===== config.mk =====
export PLATFORM = sky130hd
export DESIGN_NAME = zero_mean_peak_normalizer
export DESIGN_NICKNAME = d
export VERILOG_FILES = /design/src/design/zmpn_pkg.sv /design/src/design/zmpn_store.sv /design/src/design/zmpn_div.sv /design/src/design/zero_mean_peak_normalizer.sv
export SDC_FILE = /design/constraint.sdc
export NUM_CORES = 2
export LEC_CHECK = 0
export ABC_CLOCK_PERIOD_IN_PS = 13200
export BUFFER_PORTS_ARGS = -buffer_cell sky130_fd_sc_hd__buf_2
export CORE_ASPECT_RATIO = 1.4
export CORE_MARGIN = 3
export CORE_UTILIZATION = 49
export DETAILED_ROUTE_END_ITERATION = 7
export GPL_TIMING_DRIVEN = 0
export HOLD_SLACK_MARGIN = 0.08
export PLACE_DENSITY = 0.6
export SLEW_MARGIN = 25
export SYNTH_ARGS = -nofsm -noshare
export SYNTH_HDL_FRONTEND = slang
export SYNTH_HIERARCHICAL = 1
export SYNTH_SLANG_ARGS = --single-unit

===== constraint.sdc =====
create_clock -name i_clk -period 13.2 [get_ports i_clk]
set_input_delay 0.66 -clock i_clk [delete_from_list [all_inputs] [get_ports i_clk]]
set_output_delay 0.66 -clock i_clk [all_outputs]
set_load 0.05 [all_outputs]

===== src/design/zmpn_pkg.sv =====
// Shared types and constants for the zero-mean peak normalizer.
// No dependencies; every other design file imports this package.
`timescale 1ns / 1ps

package zmpn_pkg;

    localparam int MAX_SAMPLES = 64;
    localparam int SAMPLE_BITS = 16;
    localparam int OUT_BITS    = 16;

    localparam int ADDR_W    = $clog2(MAX_SAMPLES);
    localparam int CNT_W     = $clog2(MAX_SAMPLES + 1);
    localparam int SUM_W     = SAMPLE_BITS + ADDR_W;
    localparam int PEAK_W    = SUM_W + 1;
    localparam int DEV_W     = PEAK_W + 1;
    localparam int REM_W     = PEAK_W + 1;
    localparam int FRAC_BITS = OUT_BITS - 1;
    localparam int QUOT_W    = FRAC_BITS + 1;
    localparam int STEP_W    = $clog2(QUOT_W + 1);

    typedef struct packed {
        logic signed [SAMPLE_BITS-1:0] sample;
        logic                          last_sample;
    } t_in;

    typedef struct packed {
        logic signed [OUT_BITS-1:0] norm_value;
        logic                       available;
        logic                       end_of_window;
    } t_out;

    typedef struct packed {
        logic                          we;
        logic [ADDR_W-1:0]             waddr;
        logic signed [SAMPLE_BITS-1:0] wdata;
        logic [ADDR_W-1:0]             raddr;
    } t_store_req;

    typedef struct packed {
        logic              start;
        logic [PEAK_W-1:0] num;
        logic [PEAK_W-1:0] den;
    } t_div_req;

    typedef struct packed {
        logic              done;
        logic [QUOT_W-1:0] quot;
    } t_div_rsp;

    typedef enum logic [3:0] {
        ST_IDLE,
        ST_SCAN_RD,
        ST_SCAN_DEV,
        ST_SCAN_MAX,
        ST_CHECK,
        ST_NORM_RD,
        ST_NORM_DEV,
        ST_NORM_GO,
        ST_NORM_DIV
    } t_state;

endpackage


===== src/design/zmpn_store.sv =====
// Sample window memory: one write port, one registered read port.
// Depends on zmpn_pkg.
`timescale 1ns / 1ps

module zmpn_store (
    input  logic                                   i_clk,
    input  zmpn_pkg::t_store_req                   i_req,
    output logic signed [zmpn_pkg::SAMPLE_BITS-1:0] o_rdata
);
    import zmpn_pkg::*;

    logic signed [SAMPLE_BITS-1:0] r_mem [MAX_SAMPLES];
    logic signed [SAMPLE_BITS-1:0] r_rdata;

    always_ff @(posedge i_clk) begin
        if (i_req.we) begin
            r_mem[i_req.waddr] <= i_req.wdata;
        end
        r_rdata <= r_mem[i_req.raddr];
    end

    assign o_rdata = r_rdata;

endmodule


===== src/design/zmpn_div.sv =====
// Restoring divider, one quotient bit per cycle: floor(num * 2^FRAC_BITS / den).
// Expects num <= den. Depends on zmpn_pkg.
`timescale 1ns / 1ps

module zmpn_div (
    input  logic               i_clk,
    input  logic               i_rst_n,
    input  zmpn_pkg::t_div_req i_req,
    output zmpn_pkg::t_div_rsp o_rsp
);
    import zmpn_pkg::*;

    logic              r_busy;
    logic              r_done;
    logic [STEP_W-1:0] r_step;
    logic [REM_W-1:0]  r_rem;
    logic [PEAK_W-1:0] r_den;
    logic [QUOT_W-1:0] r_quot;

    logic              ge;
    logic [REM_W-1:0]  diff;
    logic [REM_W-1:0]  n_rem;

    always_comb begin
        ge    = r_rem >= REM_W'(r_den);
        diff  = ge ? (r_rem - REM_W'(r_den)) : r_rem;
        // diff < den, so the top bit is free for the shift
        n_rem = {diff[REM_W-2:0], 1'b0};
    end

    always_ff @(posedge i_clk) begin
        if (!i_rst_n) begin
            r_busy <= 1'b0;
            r_done <= 1'b0;
            r_step <= '0;
        end else begin
            r_done <= 1'b0;
            if (i_req.start) begin
                r_busy <= 1'b1;
                r_step <= STEP_W'(QUOT_W);
            end else if (r_busy) begin
                r_step <= r_step - STEP_W'(1);
                if (r_step == STEP_W'(1)) begin
                    r_busy <= 1'b0;
                    r_done <= 1'b1;
                end
            end
        end
    end

    always_ff @(posedge i_clk) begin
        if (i_req.start) begin
            r_rem  <= REM_W'(i_req.num);
            r_den  <= i_req.den;
            r_quot <= '0;
        end else if (r_busy) begin
            r_rem  <= n_rem;
            r_quot <= {r_quot[QUOT_W-2:0], ge};
        end
    end

    assign o_rsp.done = r_done;
    assign o_rsp.quot = r_quot;

endmodule


===== src/design/zero_mean_peak_normalizer.sv =====
// Top level: sample loading, scan/normalize sequencer and output register.
// Depends on zmpn_pkg, zmpn_store and zmpn_div.
//
//  channel | ports                      | handshake
//  --------+----------------------------+--------------------------------------
//  input   | i_req (sample, last_sample)| taken when start && !busy
//  result  | o_result                   | o_valid strobe, one cycle, no stall
//
// A sample without the last flag is stored and summed. The last flag closes
// the window: a scan reads each stored sample to find the peak deviation,
// a check follows, then, unless the window is degenerate, each sample is
// normalized (memory read, deviation, 16-step divider).
// Reset (synchronous, active low) clears count, sum and peak; the memory is
// not cleared. The receiver cannot stall; busy is high while a window closes.
`timescale 1ns / 1ps

module zero_mean_peak_normalizer (
    input  logic             i_clk,
    input  logic             i_rst_n,
    input  logic             start,
    output logic             busy,
    input  zmpn_pkg::t_in    i_req,
    output logic             o_valid,
    output zmpn_pkg::t_out   o_result
);
    import zmpn_pkg::*;

    t_state                    r_state, n_state;
    logic [CNT_W-1:0]          r_count, n_count;
    logic signed [SUM_W-1:0]   r_sum, n_sum;
    logic [PEAK_W-1:0]         r_peak, n_peak;
    logic [ADDR_W-1:0]         r_idx, n_idx;
    logic signed [DEV_W-1:0]   r_dev, n_dev;
    logic                      r_out_valid, n_out_valid;
    t_out                      r_out, n_out;

    t_store_req                store_req;
    t_div_req                  div_req;
    t_div_rsp                  div_rsp;
    logic signed [SAMPLE_BITS-1:0] rdata;

    logic signed [DEV_W-1:0]   dev_calc;
    logic [PEAK_W-1:0]         dev_mag;
    logic                      idx_last;
    logic                      degenerate;
    logic signed [OUT_BITS-1:0] q_signed;

    zmpn_store u_store (
        .i_clk   (i_clk),
        .i_req   (store_req),
        .o_rdata (rdata)
    );

    zmpn_div u_div (
        .i_clk   (i_clk),
        .i_rst_n (i_rst_n),
        .i_req   (div_req),
        .o_rsp   (div_rsp)
    );

    // d = x*count - sum, exact in DEV_W bits
    always_comb begin
        dev_calc = DEV_W'(rdata) * DEV_W'($signed({1'b0, r_count})) - DEV_W'(r_sum);
        dev_mag  = r_dev[DEV_W-1] ? PEAK_W'(-r_dev) : PEAK_W'(r_dev);
        idx_last = CNT_W'(r_idx) == (r_count - CNT_W'(1));
        degenerate = (r_count < CNT_W'(2)) || (r_peak == '0);
        if (r_dev[DEV_W-1]) begin
            q_signed = $signed(OUT_BITS'(~div_rsp.quot + QUOT_W'(1)));
        end else if (div_rsp.quot[QUOT_W-1]) begin
            q_signed = $signed({1'b0, {FRAC_BITS{1'b1}}});  // +1.0 saturates
        end else begin
            q_signed = $signed(OUT_BITS'(div_rsp.quot));
        end
    end

    // next state
    always_comb begin
        n_state = r_state;
        unique case (r_state)
            ST_IDLE: begin
                if (start && i_req.last_sample) begin
                    n_state = ST_SCAN_RD;
                end
            end
            ST_SCAN_RD:  n_state = ST_SCAN_DEV;
            ST_SCAN_DEV: n_state = ST_SCAN_MAX;
            ST_SCAN_MAX: n_state = idx_last ? ST_CHECK : ST_SCAN_RD;
            ST_CHECK:    n_state = degenerate ? ST_IDLE : ST_NORM_RD;
            ST_NORM_RD:  n_state = ST_NORM_DEV;
            ST_NORM_DEV: n_state = ST_NORM_GO;
            ST_NORM_GO:  n_state = ST_NORM_DIV;
            ST_NORM_DIV: begin
                if (div_rsp.done) begin
                    n_state = idx_last ? ST_IDLE : ST_NORM_RD;
                end
            end
            default:     n_state = ST_IDLE;
        endcase
    end

    // datapath and outputs
    always_comb begin
        n_count     = r_count;
        n_sum       = r_sum;
        n_peak      = r_peak;
        n_idx       = r_idx;
        n_dev       = r_dev;
        n_out       = r_out;
        n_out_valid = 1'b0;

        store_req.we    = 1'b0;
        store_req.waddr = r_count[ADDR_W-1:0];
        store_req.wdata = i_req.sample;
        store_req.raddr = r_idx;

        div_req.start = 1'b0;
        div_req.num   = dev_mag;
        div_req.den   = r_peak;

        unique case (r_state)
            ST_IDLE: begin
                if (start) begin
                    // samples past capacity are dropped
                    if (r_count < CNT_W'(MAX_SAMPLES)) begin
                        store_req.we = 1'b1;
                        n_count      = r_count + CNT_W'(1);
                        n_sum        = r_sum + SUM_W'(i_req.sample);
                    end
                    if (i_req.last_sample) begin
                        n_idx  = '0;
                        n_peak = '0;
                    end
                end
            end
            ST_SCAN_DEV, ST_NORM_DEV: begin
                n_dev = dev_calc;
            end
            ST_SCAN_MAX: begin
                if (dev_mag > r_peak) begin
                    n_peak = dev_mag;
                end
                n_idx = r_idx + ADDR_W'(1);
            end
            ST_CHECK: begin
                n_idx = '0;
                if (degenerate) begin
                    n_out.norm_value    = '0;
                    n_out.available     = 1'b0;
                    n_out.end_of_window = 1'b1;
                    n_out_valid         = 1'b1;
                    n_count             = '0;
                    n_sum               = '0;
                end
            end
            ST_NORM_GO: begin
                div_req.start = 1'b1;
            end
            ST_NORM_DIV: begin
                if (div_rsp.done) begin
                    n_out.norm_value    = q_signed;
                    n_out.available     = 1'b1;
                    n_out.end_of_window = idx_last;
                    n_out_valid         = 1'b1;
                    n_idx               = r_idx + ADDR_W'(1);
                    if (idx_last) begin
                        n_count = '0;
                        n_sum   = '0;
                    end
                end
            end
            default: begin
            end
        endcase
    end

    always_ff @(posedge i_clk) begin
        if (!i_rst_n) begin
            r_state     <= ST_IDLE;
            r_count     <= '0;
            r_sum       <= '0;
            r_peak      <= '0;
            r_idx       <= '0;
            r_out_valid <= 1'b0;
        end else begin
            r_state     <= n_state;
            r_count     <= n_count;
            r_sum       <= n_sum;
            r_peak      <= n_peak;
            r_idx       <= n_idx;
            r_out_valid <= n_out_valid;
        end
    end

    always_ff @(posedge i_clk) begin
        r_dev <= n_dev;
        r_out <= n_out;
    end

    assign busy     = (r_state != ST_IDLE);
    assign o_valid  = r_out_valid;
    assign o_result = r_out;

`ifndef SYNTH
    a_strobe_single: assert property (@(posedge i_clk) disable iff (!i_rst_n)
        o_valid |=> !o_valid)
        else $error("result strobe held for two cycles");

    a_degen_closes: assert property (@(posedge i_clk) disable iff (!i_rst_n)
        (o_valid && !o_result.available) |-> o_result.end_of_window)
        else $error("degenerate result not marked end of window");

    a_close_emits: assert property (@(posedge i_clk) disable iff (!i_rst_n)
        ($past(i_rst_n) && $fell(busy)) |-> (o_valid && o_result.end_of_window))
        else $error("window closed without a final result");

    a_div_in_state: assert property (@(posedge i_clk) disable iff (!i_rst_n)
        div_rsp.done |-> (r_state == ST_NORM_DIV))
        else $error("divider finished outside the divide state");
`endif

endmodule

==> flow_summary.yaml <==
cts:
  cts_buffers: 113
  clockBufferDepth: 3
  clk_pin_slew_ns: 0.07
  cts_sinks: 1215
  cts_tree: "yes"
  cts_htree_levels: 3
  clkLatencyLatePin_ns: 0.73
  postCtsHoldBufs: 0
  post_cts_buffers: 0
  ctsResizeCount: 0
  cts-root-buf: "clkbuf_16"
die:
  die_width_um: 290.5
  dieArea_um2: 117400
  initial_core_util: 0.4959
  num_rows: 145
  core_area_um2: 111900
  io_pins: 40
  die_h_um: 404.2
global_routing:
  grt_pass1_vias: 31966
  grt_max_degree: 67
  grt_util_met1: 0.2813
  track_usage: 0.2484
  grtUsageMet2: 0.4498
  grt-busiest-layer: "met2"
  antenna_found_initial: 0
  gr-total-overflow: 0
  grt_pass1_wl_mm: 213.3
  use_met3: 0.03129
sta:
  setup_ws_ns: 6.668
  hold_viol: 0
  slew_headroom: 0.2630
  grt_setup_unrepaired: "false"
  fin_skew_ns: 0.03118
  layout_min_cycle_time_ns: 6.532
  drv_slew: 0
  fmax_mhz: 153.1
  worst_pin_slew_ns: 1.094
  setup_violations: 0
  fin_setup_tns_ns: 0
  fin_crit_sh: 0.4949
place:
  placed_cells: 5095
  place_congestion: 0.9559
  dpl_cell_area_um2: 58640
  io_buffers: 39
  dp_hpwl_mm: 104.2
  post-place-ws_ns: 6.641
worst_setup_path:
  cpMostUsedCell: "fa_1"
  cpPeakStageDelay_ns: 0.70
  cp_max_fo: 13
  crit_type: "reg2reg"
  cp_slowest_cell: "dfxtp_1"
  worstSetupStartpointType: "flip-flop"
  arrival_ns: 7.01
  crit_path_end_kind: "flip-flop"
  cp.required_ns: 13.67
  cp_cell_sequence: "clkbuf_1 -> clkbuf_1 -> nand2_1 -> fa_1 -> inv_1 -> fa_1 -> fa_1 -> inv_1 -> fa_1 -> inv_1 -> ha_1 -> or3_1 -> o2111ai_2 -> a211oi_1 -> nor3_2 -> nor3_1 -> a2111o_1 -> a21oi_2 -> xnor2_1"
synthesis:
  syn_inst: 3520
  synthFlopType: "edfxtp_1"
  synth-edff-count: 1112
  synthTopCellsByArea: "edfxtp_1 60%, mux4_2 8.9%, fa_1 3.9%"
  synth_area_um2: 55510
  synth_top_area_frac: 0.6016
  synth_area_leader_cell: "edfxtp_1"
  postSynth.asyncResetShare: 0
  ys_seq_area_frac: 0.6387
  ys_seq_elements: 1215
  ys_types: 91
  syn_nets: 3775
  synth.avg_cell_area_um2: 15.77
  yosysWarnings: 6
route:
  wl_per_cell_um: 27.26
  wl_mm: 144.7
  vias_per_cell: 5.839
  antenna_left: 0
  drc_errors: 0
  drt_iter0_drc: 2267
  vias: 31001
  firstDrtPassIters: 5
pwr:
  p_per_area_nw_per_um2: 150.4
  irDropWorstVdd_uv: 152.5
  leakagePower_uw: 0.02134
layout:
  nets: 3995
  final_core_util: 0.5592
  final_cells: 5309
  fin_area_um2: 62600
  drive_above_1_share: 0.1916
  area_growth_pct: 12.77
job:
  maxCapViolCount: 0
status:
  status: "finished clean"
hold_path:
  hold_class: "in2reg"
placed cells by master (no fill, tap or decap), drive strengths merged, types with 18 or more instances in the layout:
| master | netlist | layout |
|---|---|---|
| nor4 | 19 | 19 |
| mux2 | 46 | 46 |
| a211oi | 23 | 23 |
| clkbuf | 67 | 195 |
| buf | 93 | 198 |
| dfxtp | 103 | 103 |
| nand2b | 23 | 23 |
| a21oi | 114 | 114 |
| fa | 107 | 107 |
| a221oi | 18 | 18 |
| clkinv | 0 | 46 |
| inv | 252 | 260 |
| ha | 128 | 128 |
| o21ai | 61 | 61 |
| bufinv | 0 | 22 |
| xnor2 | 62 | 62 |
| a21o | 35 | 35 |
| nor3 | 38 | 38 |
| edfxtp | 1112 | 1112 |
| a22oi | 51 | 51 |
| nand4 | 29 | 29 |
| nand2 | 199 | 199 |
| nor2 | 168 | 168 |
| nand3 | 36 | 36 |
| nor2b | 90 | 90 |
| and2 | 66 | 66 |
| mux4 | 224 | 224 |
| mux2i | 123 | 123 |
| xor2 | 50 | 50 |
| a31oi | 20 | 20 |
sequential cells by signal, indices dropped and copies added (netlist names):
signal	flops
u_store/r_mem	1024
r_dev	24
u_div/r_rem	24
r_peak	23
u_div/r_den	23
r_sum	22
o_result	18
u_div/r_quot	16
u_store/o_rdata	16
r_count	7
r_idx	6
u_div/r_step	5
r_state	4
o_valid	1
u_div/r_busy	1
u_div/r_done	1
synthesized netlist by cell type, drive strengths merged, types with 66 or more instances:
cell and count:
edfxtp 1112, inv 252, mux4 224, nand2 199, nor2 168, ha 128, mux2i 123, a21oi 114
fa 107, dfxtp 103, buf 93, nor2b 90, clkbuf 67, and2 66
cells by family (layout without fill, tap and decap cells):
group / count (synthesis) / after routing / share of synthesized area
buffers and inverters: 412 / 729 / 0.03474
DFF: 1215 / 1215 / 0.6387
xor gates and xnor gates: 112 / 112 / 0.01767
other: 0 / 2 / 0
and+or+nand+nor: 719 / 719 / 0.06474
AOI/OAI and AO/OA: 434 / 434 / 0.05383
muxes: 393 / 393 / 0.1229
adders and majority gates: 235 / 235 / 0.06744
where the power goes:
part / switching (uW) / leakage (uW) / internal, uW
combinational: 930 / 0.00860 / 641
clock: 1450 / 0.00192 / 2020
sequential: 73.9 / 0.0108 / 4300
total: 2450 / 0.0213 / 6960
through the flow:
| step | hold slack [ns] | power [uW] |
|---|---|---|
| floorplan | 0.4305 | 5526 |
| global placement | 0.4577 | 6025 |
| detailed placement | 0.4616 | 6046 |
| CTS | 0.2150 | 9519 |
| global route | 0.2445 | 9810 |
| finish | 0.2799 | 9415 |
area by class of cell:
type / count / area [um2]
diodes: 2 / 5.005
plain buffers: 160 / 982.2
clock buffers: 128 / 2905
clock inverters: 84 / 1051
fillers: 8903 / 49340
inverters: 252 / 945.9
multi-input cells: 1893 / 18370
flip-flops and latches: 1215 / 35450
well taps: 1470 / 1839
repair buffers: 105 / 1042
layer usage:
| metal | up-vias | part of all wire | routed length (um) |
|---|---|---|---|
| met2 | 868 | 0.53 | 76530 |
| met4 | 0 | 0.067 | 9768 |
| met1 | 15991 | 0.36 | 51560 |
| met5 | - | 0 | 0 |
| li1 | 13842 | - | - |
| met3 | 300 | 0.047 | 6867 |
final timing paths:
path,to,start,slack [ns],cells after the start
setup / recovery,r_dev[23],r_count[0],6.67,19
hold / removal,u_div/r_step[4],i_rst_n,0.28,2
setup reg to reg,r_dev[23],r_count[0],6.67,19
hold reg to reg,r_sum[20],r_sum[20],0.47,2
worst max-delay path, delay by kind of cell, from the launching register on:
| kind | cells | cell delay [ns] |
|---|---|---|
| compound gates | 4 | 1.02 |
| xor+xnor | 1 | 0.08 |
| buf+inv | 5 | 1.23 |
| simple gates | 4 | 0.95 |
| fa+ha+maj | 5 | 2.28 |
| flops | 1 | 0.70 |
Power figures use the tool's default switching activity.
